==> src/sv/msk_pkg.sv <==
// msk_pkg: shared widths, reset values, register indexes and the
// controller/datapath command and status types of the microprice filter
// no dependencies
package msk_pkg;

  localparam int PRICE_W   = 32;
  localparam int SIZE_W    = 24;
  localparam int VAR_W     = 32;
  localparam int GAIN_W    = 16;
  localparam int CFG_IDX_W = 2;
  localparam int PROD_W    = 56;   // 32 x 24 multiplier result
  localparam int DIVD_W    = 64;   // divider dividend
  localparam int DIVS_W    = 32;   // divider divisor and quotient

  // configuration register indexes
  localparam logic [CFG_IDX_W-1:0] CFG_PROCESS_NOISE = 2'd0;
  localparam logic [CFG_IDX_W-1:0] CFG_MEAS_NOISE    = 2'd1;

  // reset values, Q16.16
  localparam logic [VAR_W-1:0] PROCESS_NOISE_RST = 32'd655;
  localparam logic [VAR_W-1:0] MEAS_NOISE_RST    = 32'd6554;
  localparam logic [VAR_W-1:0] VAR_RST           = 32'd65536;

  // multiplier operand selection
  typedef logic [1:0] mul_sel_t;
  localparam mul_sel_t MUL_BS_AP = 2'd0;   // bid size * ask price
  localparam mul_sel_t MUL_AS_BP = 2'd1;   // ask size * bid price
  localparam mul_sel_t MUL_MAG_K = 2'd2;   // |micro - estimate| * gain
  localparam mul_sel_t MUL_KC_PP = 2'd3;   // (1 - gain) * predicted variance

  typedef struct packed {
    logic     capture;    // latch the input beat
    logic     mul_en;     // load product register
    mul_sel_t mul_sel;
    logic     ld_pp;      // predicted variance
    logic     ld_acc;     // first product into accumulator
    logic     ld_den;     // innovation variance
    logic     ld_mid;     // microprice from mid price
    logic     div_start;
    logic     div_k;      // divider operands: gain instead of microprice
    logic     ld_micro;   // microprice from divider
    logic     ld_k;       // gain from divider, or zero
    logic     ld_diff;    // innovation magnitude and sign
    logic     upd_est;
    logic     upd_var;
    logic     ld_out;
  } cmd_t;

  typedef struct packed {
    logic size_zero;
    logic den_zero;
    logic div_done;
  } sts_t;

endpackage

==> src/sv/msk_div.sv <==
// msk_div: restoring divider, one quotient bit per cycle, 32 bits of quotient
// the upper half of the dividend must be below the divisor
// depends on msk_pkg
module msk_div (
  input  logic                         clk,
  input  logic                         rst_n,
  input  logic                         start,
  input  logic [msk_pkg::DIVD_W-1:0]   dividend,
  input  logic [msk_pkg::DIVS_W-1:0]   divisor,
  output logic                         done,
  output logic [msk_pkg::DIVS_W-1:0]   quotient
);

  logic                        busy_r;
  logic                        done_r;
  logic [4:0]                  cnt_r;
  logic [msk_pkg::DIVS_W-1:0]  rem_r;
  logic [msk_pkg::DIVS_W-1:0]  quo_r;
  logic [msk_pkg::DIVS_W-1:0]  dsr_r;
  logic [msk_pkg::DIVS_W:0]    shifted;
  logic [msk_pkg::DIVS_W:0]    trial;

  assign shifted = {rem_r, quo_r[msk_pkg::DIVS_W-1]};
  assign trial   = shifted - {1'b0, dsr_r};

  always_ff @(posedge clk) begin
    if (!rst_n) begin
      busy_r <= 1'b0;
      done_r <= 1'b0;
      cnt_r  <= '0;
    end else begin
      done_r <= busy_r && (cnt_r == 5'd0);
      if (start) begin
        busy_r <= 1'b1;
        cnt_r  <= 5'd31;
      end else if (busy_r) begin
        cnt_r <= cnt_r - 5'd1;
        if (cnt_r == 5'd0) begin
          busy_r <= 1'b0;
        end
      end
    end
  end

  always_ff @(posedge clk) begin
    if (start) begin
      rem_r <= dividend[msk_pkg::DIVD_W-1:msk_pkg::DIVS_W];
      quo_r <= dividend[msk_pkg::DIVS_W-1:0];
      dsr_r <= divisor;
    end else if (busy_r) begin
      if (!trial[msk_pkg::DIVS_W]) begin
        rem_r <= trial[msk_pkg::DIVS_W-1:0];
        quo_r <= {quo_r[msk_pkg::DIVS_W-2:0], 1'b1};
      end else begin
        rem_r <= shifted[msk_pkg::DIVS_W-1:0];
        quo_r <= {quo_r[msk_pkg::DIVS_W-2:0], 1'b0};
      end
    end
  end

  assign done     = done_r;
  assign quotient = quo_r;

`ifndef ASSERT_OFF
  a_no_restart : assert property (@(posedge clk) disable iff (!rst_n)
    start |-> !busy_r)
    else $error("divider started while busy");

  a_done_idle : assert property (@(posedge clk) disable iff (!rst_n)
    done_r |-> !busy_r)
    else $error("divider done while still iterating");
`endif

endmodule

==> src/sv/msk_dp.sv <==
// msk_dp: datapath of the microprice filter: config and filter state, the
// shared 32x24 multiplier, the shared divider and the output registers
// depends on msk_pkg and msk_div
module msk_dp (
  input  logic                            clk,
  input  logic                            rst_n,
  input  logic                            cfg_we,
  input  logic [msk_pkg::CFG_IDX_W-1:0]   cfg_index,
  input  logic [msk_pkg::VAR_W-1:0]       cfg_data,
  input  logic [msk_pkg::PRICE_W-1:0]     in_bid_price,
  input  logic [msk_pkg::SIZE_W-1:0]      in_bid_size,
  input  logic [msk_pkg::PRICE_W-1:0]     in_ask_price,
  input  logic [msk_pkg::SIZE_W-1:0]      in_ask_size,
  input  msk_pkg::cmd_t                   cmd,
  output msk_pkg::sts_t                   sts,
  output logic [msk_pkg::PRICE_W-1:0]     out_estimate,
  output logic [msk_pkg::GAIN_W-1:0]      out_gain
);

  logic [msk_pkg::VAR_W-1:0]    pn_r;
  logic [msk_pkg::VAR_W-1:0]    mn_r;
  logic [msk_pkg::PRICE_W-1:0]  est_r;
  logic [msk_pkg::VAR_W-1:0]    var_r;
  logic [msk_pkg::PRICE_W-1:0]  bp_r;
  logic [msk_pkg::SIZE_W-1:0]   bs_r;
  logic [msk_pkg::PRICE_W-1:0]  ap_r;
  logic [msk_pkg::SIZE_W-1:0]   as_r;
  logic [msk_pkg::PROD_W-1:0]   prod_r;
  logic [msk_pkg::PROD_W-1:0]   acc_r;
  logic [msk_pkg::VAR_W-1:0]    pp_r;
  logic [msk_pkg::VAR_W-1:0]    den_r;
  logic [msk_pkg::PRICE_W-1:0]  micro_r;
  logic [msk_pkg::GAIN_W-1:0]   k_r;
  logic [msk_pkg::PRICE_W-1:0]  mag_r;
  logic                         neg_r;
  logic [msk_pkg::PRICE_W-1:0]  est_o_r;
  logic [msk_pkg::GAIN_W-1:0]   gain_o_r;

  logic [msk_pkg::PRICE_W-1:0]  mul_a;
  logic [msk_pkg::SIZE_W-1:0]   mul_b;
  logic [msk_pkg::PROD_W-1:0]   prod_nxt;
  logic [msk_pkg::VAR_W:0]      pp_sum;
  logic [msk_pkg::VAR_W:0]      den_sum;
  logic [msk_pkg::SIZE_W:0]     size_sum;
  logic [57:0]                  num_sum;
  logic [msk_pkg::PRICE_W:0]    mid_sum;
  logic [msk_pkg::GAIN_W:0]     k_comp;
  logic [msk_pkg::PROD_W-1:0]   rnd;
  logic [msk_pkg::DIVD_W-1:0]   div_dividend;
  logic [msk_pkg::DIVS_W-1:0]   div_divisor;
  logic                         div_done;
  logic [msk_pkg::DIVS_W-1:0]   div_quot;
  logic [msk_pkg::GAIN_W-1:0]   k_nxt;
  logic [msk_pkg::PRICE_W-1:0]  est_nxt;

  // saturating variance sums
  assign pp_sum  = {1'b0, var_r} + {1'b0, pn_r};
  assign den_sum = {1'b0, pp_r} + {1'b0, mn_r};

  // microprice numerator with half the size sum for round half up
  assign size_sum = {1'b0, bs_r} + {1'b0, as_r};
  assign num_sum  = {2'b00, acc_r} + {2'b00, prod_r} + {34'd0, size_sum[msk_pkg::SIZE_W:1]};
  assign mid_sum  = {1'b0, bp_r} + {1'b0, ap_r} + 33'd1;

  assign k_comp = 17'h10000 - {1'b0, k_r};
  assign rnd    = prod_r + 56'd32768;

  always_comb begin
    case (cmd.mul_sel)
      msk_pkg::MUL_BS_AP: begin
        mul_a = ap_r;
        mul_b = bs_r;
      end
      msk_pkg::MUL_AS_BP: begin
        mul_a = bp_r;
        mul_b = as_r;
      end
      msk_pkg::MUL_MAG_K: begin
        mul_a = mag_r;
        mul_b = {8'd0, k_r};
      end
      msk_pkg::MUL_KC_PP: begin
        mul_a = pp_r;
        mul_b = {7'd0, k_comp};
      end
      default: begin
        mul_a = '0;
        mul_b = '0;
      end
    endcase
  end

  assign prod_nxt = msk_pkg::PROD_W'(mul_a) * msk_pkg::PROD_W'(mul_b);

  assign div_dividend = cmd.div_k ? {16'd0, pp_r, 16'd0} : {6'd0, num_sum};
  assign div_divisor  = cmd.div_k ? den_r : {7'd0, size_sum};

  msk_div u_div (
    .clk      (clk),
    .rst_n    (rst_n),
    .start    (cmd.div_start),
    .dividend (div_dividend),
    .divisor  (div_divisor),
    .done     (div_done),
    .quotient (div_quot)
  );

  // gain reaching one is clamped, zero denominator gives zero gain
  always_comb begin
    if (den_r == '0) begin
      k_nxt = '0;
    end else if (div_quot[msk_pkg::DIVS_W-1:msk_pkg::GAIN_W] != '0) begin
      k_nxt = '1;
    end else begin
      k_nxt = div_quot[msk_pkg::GAIN_W-1:0];
    end
  end

  assign est_nxt = neg_r ? (est_r - rnd[47:16]) : (est_r + rnd[47:16]);

  always_ff @(posedge clk) begin
    if (!rst_n) begin
      pn_r  <= msk_pkg::PROCESS_NOISE_RST;
      mn_r  <= msk_pkg::MEAS_NOISE_RST;
      est_r <= '0;
      var_r <= msk_pkg::VAR_RST;
    end else begin
      if (cfg_we && (cfg_index == msk_pkg::CFG_PROCESS_NOISE)) begin
        pn_r <= cfg_data;
      end
      if (cfg_we && (cfg_index == msk_pkg::CFG_MEAS_NOISE)) begin
        mn_r <= cfg_data;
      end
      if (cmd.upd_est) begin
        est_r <= est_nxt;
      end
      if (cmd.upd_var) begin
        var_r <= rnd[47:16];
      end
    end
  end

  always_ff @(posedge clk) begin
    if (cmd.capture) begin
      bp_r <= in_bid_price;
      bs_r <= in_bid_size;
      ap_r <= in_ask_price;
      as_r <= in_ask_size;
    end
    if (cmd.mul_en) begin
      prod_r <= prod_nxt;
    end
    if (cmd.ld_acc) begin
      acc_r <= prod_r;
    end
    if (cmd.ld_pp) begin
      pp_r <= pp_sum[msk_pkg::VAR_W] ? '1 : pp_sum[msk_pkg::VAR_W-1:0];
    end
    if (cmd.ld_den) begin
      den_r <= den_sum[msk_pkg::VAR_W] ? '1 : den_sum[msk_pkg::VAR_W-1:0];
    end
    if (cmd.ld_mid) begin
      micro_r <= mid_sum[msk_pkg::PRICE_W:1];
    end else if (cmd.ld_micro) begin
      micro_r <= div_quot;
    end
    if (cmd.ld_k) begin
      k_r <= k_nxt;
    end
    if (cmd.ld_diff) begin
      neg_r <= micro_r < est_r;
      mag_r <= (micro_r < est_r) ? (est_r - micro_r) : (micro_r - est_r);
    end
    if (cmd.ld_out) begin
      est_o_r  <= est_r;
      gain_o_r <= k_r;
    end
  end

  assign sts.size_zero = (size_sum == '0);
  assign sts.den_zero  = (den_r == '0);
  assign sts.div_done  = div_done;

  assign out_estimate = est_o_r;
  assign out_gain     = gain_o_r;

endmodule

==> src/sv/msk_ctrl.sv <==
// msk_ctrl: sequencer of the microprice filter, input and output handshakes
// drives the datapath through msk_pkg::cmd_t, reads msk_pkg::sts_t
// depends on msk_pkg
module msk_ctrl (
  input  logic          clk,
  input  logic          rst_n,
  input  logic          in_valid,
  output logic          in_stall,
  input  logic          in_book_valid,
  output logic          out_valid,
  input  logic          out_stall,
  output msk_pkg::cmd_t cmd,
  input  msk_pkg::sts_t sts
);

  localparam logic [3:0] S_IDLE = 4'd0;
  localparam logic [3:0] S_MULA = 4'd1;
  localparam logic [3:0] S_MULB = 4'd2;
  localparam logic [3:0] S_SUM  = 4'd3;
  localparam logic [3:0] S_DIV1 = 4'd4;
  localparam logic [3:0] S_KDIV = 4'd5;
  localparam logic [3:0] S_DIV2 = 4'd6;
  localparam logic [3:0] S_DIFF = 4'd7;
  localparam logic [3:0] S_MULC = 4'd8;
  localparam logic [3:0] S_MULD = 4'd9;
  localparam logic [3:0] S_UPDV = 4'd10;
  localparam logic [3:0] S_OUT  = 4'd11;

  logic [3:0] state_r;
  logic [3:0] state_nxt;
  logic       out_valid_r;
  logic       out_valid_nxt;
  logic       out_free;

  assign in_stall = (state_r != S_IDLE);
  assign out_free = !out_valid_r || !out_stall;

  always_comb begin
    state_nxt = state_r;
    cmd       = '0;
    case (state_r)
      S_IDLE: begin
        if (in_valid && in_book_valid) begin
          cmd.capture = 1'b1;
          state_nxt   = S_MULA;
        end
      end
      S_MULA: begin
        cmd.mul_en  = 1'b1;
        cmd.mul_sel = msk_pkg::MUL_BS_AP;
        cmd.ld_pp   = 1'b1;
        state_nxt   = S_MULB;
      end
      S_MULB: begin
        cmd.mul_en  = 1'b1;
        cmd.mul_sel = msk_pkg::MUL_AS_BP;
        cmd.ld_acc  = 1'b1;
        cmd.ld_den  = 1'b1;
        state_nxt   = S_SUM;
      end
      S_SUM: begin
        if (sts.size_zero) begin
          cmd.ld_mid = 1'b1;
          state_nxt  = S_KDIV;
        end else begin
          cmd.div_start = 1'b1;
          state_nxt     = S_DIV1;
        end
      end
      S_DIV1: begin
        if (sts.div_done) begin
          cmd.ld_micro = 1'b1;
          state_nxt    = S_KDIV;
        end
      end
      S_KDIV: begin
        if (sts.den_zero) begin
          cmd.ld_k  = 1'b1;
          state_nxt = S_DIFF;
        end else begin
          cmd.div_start = 1'b1;
          cmd.div_k     = 1'b1;
          state_nxt     = S_DIV2;
        end
      end
      S_DIV2: begin
        if (sts.div_done) begin
          cmd.ld_k  = 1'b1;
          state_nxt = S_DIFF;
        end
      end
      S_DIFF: begin
        cmd.ld_diff = 1'b1;
        state_nxt   = S_MULC;
      end
      S_MULC: begin
        cmd.mul_en  = 1'b1;
        cmd.mul_sel = msk_pkg::MUL_MAG_K;
        state_nxt   = S_MULD;
      end
      S_MULD: begin
        cmd.upd_est = 1'b1;
        cmd.mul_en  = 1'b1;
        cmd.mul_sel = msk_pkg::MUL_KC_PP;
        state_nxt   = S_UPDV;
      end
      S_UPDV: begin
        cmd.upd_var = 1'b1;
        state_nxt   = S_OUT;
      end
      S_OUT: begin
        if (out_free) begin
          cmd.ld_out = 1'b1;
          state_nxt  = S_IDLE;
        end
      end
      default: begin
        state_nxt = S_IDLE;
      end
    endcase
  end

  always_comb begin
    if (cmd.ld_out) begin
      out_valid_nxt = 1'b1;
    end else if (!out_stall) begin
      out_valid_nxt = 1'b0;
    end else begin
      out_valid_nxt = out_valid_r;
    end
  end

  always_ff @(posedge clk) begin
    if (!rst_n) begin
      state_r     <= S_IDLE;
      out_valid_r <= 1'b0;
    end else begin
      state_r     <= state_nxt;
      out_valid_r <= out_valid_nxt;
    end
  end

  assign out_valid = out_valid_r;

`ifndef ASSERT_OFF
  a_done_in_wait : assert property (@(posedge clk) disable iff (!rst_n)
    sts.div_done |-> (state_r == S_DIV1 || state_r == S_DIV2))
    else $error("divider result outside a wait state");

  a_book_starts : assert property (@(posedge clk) disable iff (!rst_n)
    (in_valid && !in_stall && in_book_valid) |=> (state_r == S_MULA))
    else $error("accepted book beat did not start an update");

  a_out_held : assert property (@(posedge clk) disable iff (!rst_n)
    (state_r == S_OUT && out_valid_r && out_stall) |=> (state_r == S_OUT && out_valid_r))
    else $error("result overwrote a beat still waiting");
`endif

endmodule

==> src/sv/microprice_scalar_kalman.sv <==
// microprice_scalar_kalman: top level of the microprice scalar kalman filter
// instantiates msk_ctrl and msk_dp, uses msk_pkg
//
// Each input beat is a top-of-book snapshot. A beat with in_book_valid low
// is taken without leaving the idle state and gives no result. Otherwise the block forms the
// size-weighted microprice (mid price when both sizes are zero), runs one
// scalar kalman update and delivers the new Q24.8 estimate and Q0.16 gain
// as one output beat. The one shared restoring divider is used first for
// the microprice and then for the gain; with both sizes zero the first
// division is skipped, and with zero predicted variance and zero
// measurement noise the second is skipped. One item is worked on at a time;
// the next beat is accepted as soon as the result sits in the output
// register, even while that beat is still stalled. Variance sums saturate
// at 2^32-1 and the gain is clamped below one. Configuration writes are
// always ready and are meant to be made only while the block is idle.
module microprice_scalar_kalman (
  input  logic                            clk,
  input  logic                            rst_n,
  // input snapshot channel
  input  logic                            in_valid,
  output logic                            in_stall,
  input  logic                            in_book_valid,
  input  logic [msk_pkg::PRICE_W-1:0]     in_bid_price,
  input  logic [msk_pkg::SIZE_W-1:0]      in_bid_size,
  input  logic [msk_pkg::PRICE_W-1:0]     in_ask_price,
  input  logic [msk_pkg::SIZE_W-1:0]      in_ask_size,
  // result channel
  output logic                            out_valid,
  input  logic                            out_stall,
  output logic [msk_pkg::PRICE_W-1:0]     out_estimate,
  output logic [msk_pkg::GAIN_W-1:0]      out_gain,
  // configuration writes: index 0 process noise, index 1 measurement noise
  input  logic                            cfg_valid,
  output logic                            cfg_ready,
  input  logic [msk_pkg::CFG_IDX_W-1:0]   cfg_index,
  input  logic [msk_pkg::VAR_W-1:0]       cfg_data
);

  msk_pkg::cmd_t cmd;
  msk_pkg::sts_t sts;
  logic          cfg_we;

  // registers are plain flops, a write is always taken
  assign cfg_ready = 1'b1;
  assign cfg_we    = cfg_valid && cfg_ready;

  // sequencer: handshakes and the step order of one update
  msk_ctrl u_ctrl (
    .clk           (clk),
    .rst_n         (rst_n),
    .in_valid      (in_valid),
    .in_stall      (in_stall),
    .in_book_valid (in_book_valid),
    .out_valid     (out_valid),
    .out_stall     (out_stall),
    .cmd           (cmd),
    .sts           (sts)
  );

  // datapath: filter state, multiplier, divider, output registers
  msk_dp u_dp (
    .clk          (clk),
    .rst_n        (rst_n),
    .cfg_we       (cfg_we),
    .cfg_index    (cfg_index),
    .cfg_data     (cfg_data),
    .in_bid_price (in_bid_price),
    .in_bid_size  (in_bid_size),
    .in_ask_price (in_ask_price),
    .in_ask_size  (in_ask_size),
    .cmd          (cmd),
    .sts          (sts),
    .out_estimate (out_estimate),
    .out_gain     (out_gain)
  );

endmodule

==> config.mk <==
export PLATFORM = sky130hd
export DESIGN_NAME = microprice_scalar_kalman
export DESIGN_NICKNAME = d
export VERILOG_FILES = /design/src/sv/msk_pkg.sv /design/src/sv/msk_div.sv /design/src/sv/msk_dp.sv /design/src/sv/msk_ctrl.sv /design/src/sv/microprice_scalar_kalman.sv
export SDC_FILE = /design/constraint.sdc
export NUM_CORES = 2
export LEC_CHECK = 0
export BUFFER_PORTS_ARGS = -buffer_cell sky130_fd_sc_hd__buf_2
export CAP_MARGIN = 20
export CORE_MARGIN = 2
export CORE_UTILIZATION = 44
export DETAILED_ROUTE_END_ITERATION = 8
export HOLD_SLACK_MARGIN = 0.06
export REMOVE_ABC_BUFFERS = 1
export SETUP_SLACK_MARGIN = 0.3
export SLEW_MARGIN = 25
export SYNTH_ARGS = -nofsm -noshare
export SYNTH_HDL_FRONTEND = slang
export SYNTH_SLANG_ARGS = --single-unit
export TNS_END_PERCENT = 30
==> constraint.sdc <==
create_clock -name clk -period 11.7 [get_ports clk]
set_input_delay 0.585 -clock clk [delete_from_list [all_inputs] [get_ports clk]]
set_output_delay 0.585 -clock clk [all_outputs]
set_load 0.05 [all_outputs]
==> metrics.txt <==
result of the run=finished clean; Main synth FF type=edfxtp_1; Die Span X=around 400 um; Slew @ Worst Pin=between 1 and 1.5 ns; Core Box Area=between 0.15 and 0.2 mm2; DR DRC count=0; WP buf/inv=7; Max-cap violations=0; Compound-Gate Fraction of Synth Area=0.151; Worst path slowest cell=or4_1; leading cell type in the layout, fill and taps excluded=inv_1; dpl ws=1.41 ns; main combinational cell family by area after synthesis=adder cells; DRT Wirelength=roughly 260,000 um; Setup TNS=0 ns; hold crit path type=input pin to register; mux cell area share after synthesis=0.0101; Tcrit/Tclk final=0.893; clock tree root driver cell=clkbuf_16; Port Buffers=201; Rows=about 140; Mapped Avg Cell Area=between 9 and 10 um2; largest net degree at the start of global routing=126; fraction of registers with async set/reset=0; total gr overflow=0; Die ar.=about 0.16 mm2; Adder-Cell Fraction of Synth Area=0.293; Die Height=between 300 and 400 um; clk sinks=653; skew final=0.0540 ns; # hold bufs at CTS=95; max-slew violations=0; initial antenna violation count=15; Yosys reg bits=about 650; CTS Buffer Depth=3; clk slew on worst S/H paths=roughly 0.070 ns; Post-Synth XOR/XNOR Area=0.0493; CTS tree=done; sequential fraction of the synthesis area=0.270; I/O pin count=203; CTS Buf Count=80; layout cells sized above 1=0.0754; synthesis warning total=0; ANT nets after route=0; wire per inst=between 20 and 30 um; fillers=about 14,000; WP data required=between 10 and 15 ns; htree depth=3; vias per std cell=5.88; later-pin clock latency in the skew report=roughly 0.73 ns; Crit path max-delay family=adder cells; worst relative slew slack=0.257; crit end category=register; CP dominant cell by count=fa_1; Vias=between 50,000 and 60,000; unrepaired setup endpoints after global routing=no; Final setup viols=0; drt pass-1 iters=8; Largest stage delay, worst path=0.61 ns; Final WS setup=between 1 and 1.5 ns; Setup crit start kind=register; Post-synth EDFFs=513; number of DRC markers in iteration 0=around 5,700; post-CTS resize count=0; post-DP HPWL=about 210,000 um; Synth cell types=95; first-pass GRT wire length=375,000 um; WS Path Type=register to register; Post-Syn Instances=7,428; vias in the first global route=55,700; Fmax=95.7 MHz; largest fanout on the critical path=25; Hold Vio Cnt, Final=0; fin crit period=roughly 10 ns; Crit path arrival time=between 10 and 15 ns; Starting Density=0.444; most frequent cells in the layout=inv_1, nand2_1, nor2_1; Area Overhead vs Synth=10.9%; Post-Synthesis Cell Area=slightly below 0.07 mm2; post-CTS setup buffer count=0; Nets=8,935; Post-Synth Simple-Gate Area=0.155; all-layer global routing usage=0.326; GP Congestion=0.986
## routing by layer
metal,vias up,part of all wire,global-route usage
li1,25500,-,-
met1,28700,0.42,0.437
met2,2448,0.45,0.520
met3,447,0.081,0.0587
met4,2,0.049,0.137
met5,-,0.000046,0
## kinds of logic (layout without fill, tap and decap cells)
family                     Yosys count  after routing
AOI/OAI and AO/OA                 1519           1519
xor gates and xnor gates           380            380
adders and majority gates         1180           1180
buffers and inverters             1284           1524
DFF                                653            653
muxes                               65             65
other                                1              9
and+or+nand+nor                   2346           2346
## state kept, by name (all words and copies together), names as in the netlist, 24 cells and up
signal,cells
u_dp.acc_r,56
u_dp.prod_r,56
u_dp.ap_r,32
u_dp.bp_r,32
u_dp.den_r,32
u_dp.est_r,32
u_dp.mag_r,32
u_dp.micro_r,32
u_dp.mn_r,32
u_dp.out_estimate,32
u_dp.pn_r,32
u_dp.pp_r,32
u_dp.u_div.dsr_r,32
u_dp.u_div.quotient,32
u_dp.u_div.rem_r,32
u_dp.var_r,32
u_dp.as_r,24
u_dp.bs_r,24
## worst paths after layout
kind,start,end,slack (ns),cells past startpoint
worst max-delay path,u_dp.k_r[4],u_dp.prod_r[55],1.25,35
worst min-delay path,in_ask_size[11],u_dp.as_r[11],0.08,1
worst max register to register,u_dp.k_r[4],u_dp.prod_r[55],1.25,35
worst min register to register,u_dp.prod_r[2],u_dp.acc_r[2],0.47,0
## synthesized netlist by cell type, types with 44 or more instances
cell / count / area share
fa_1: 668 / 0.20
inv_1: 944 / 0.053
a221oi_1: 54 / 0.0070
mux2i_1: 53 / 0.0079
and2_1: 69 / 0.0064
nor2_1: 763 / 0.042
ha_1: 512 / 0.095
o21ai_0: 262 / 0.019
dfxtp_1: 140 / 0.042
a221o_1: 60 / 0.0089
xnor2_1: 201 / 0.026
a211oi_1: 68 / 0.0076
nand2_1: 888 / 0.049
a21boi_0: 72 / 0.0080
nand4_1: 61 / 0.0057
nand3_1: 136 / 0.010
o21bai_1: 46 / 0.0051
nor3_1: 94 / 0.0070
a21oi_1: 359 / 0.027
edfxtp_1: 513 / 0.23
nand2b_1: 80 / 0.0074
nor2b_1: 46 / 0.0043
o21a_1: 56 / 0.0062
a31oi_1: 60 / 0.0056
clkbuf_1: 294 / 0.016
and3_1: 44 / 0.0041
a21o_1: 193 / 0.021
xor2_1: 179 / 0.023
## worst reg2reg max path, delay by kind of cell (launching register included)
kind,cells,cell delay [ns]
AND/OR/NAND/NOR,11,2.67
XOR/XNOR,2,0.24
adder cells (fa/ha/maj),8,3.79
flip-flops,1,0.47
AO/OA/AOI/OAI,7,2.27
buffers and inverters,7,0.75
## through the flow
stage | cells | hold WS, ns | instance area, um2 | util
after floorplan | 7091 | 0.431 | 66200 | -
after global placement | 9455 | 0.448 | 71200 | 0.468
after detailed placement | 9456 | 0.451 | 71200 | 0.468
after CTS | 9698 | 0.0623 | 74800 | 0.492
after global routing | 9704 | 0.0610 | 74800 | 0.492
final | 9706 | 0.0816 | 74800 | 0.492
## area by class of cell
cell class,count,area [um2],area share
clock buffers,101,2110,0.0282
clock inverters,46,532,0.00711
flip-flops and latches,653,18200,0.243
inverters,947,3560,0.0476
well taps,2030,2540,0.0340
diodes,8,20.0,0.000268
multi-input cells,5491,44900,0.600
repair buffers,430,2980,0.0399
Power is left out: the tool's default activity adds up to more than one toggle a clock period on the data nets, which glitch-free logic cannot reach.
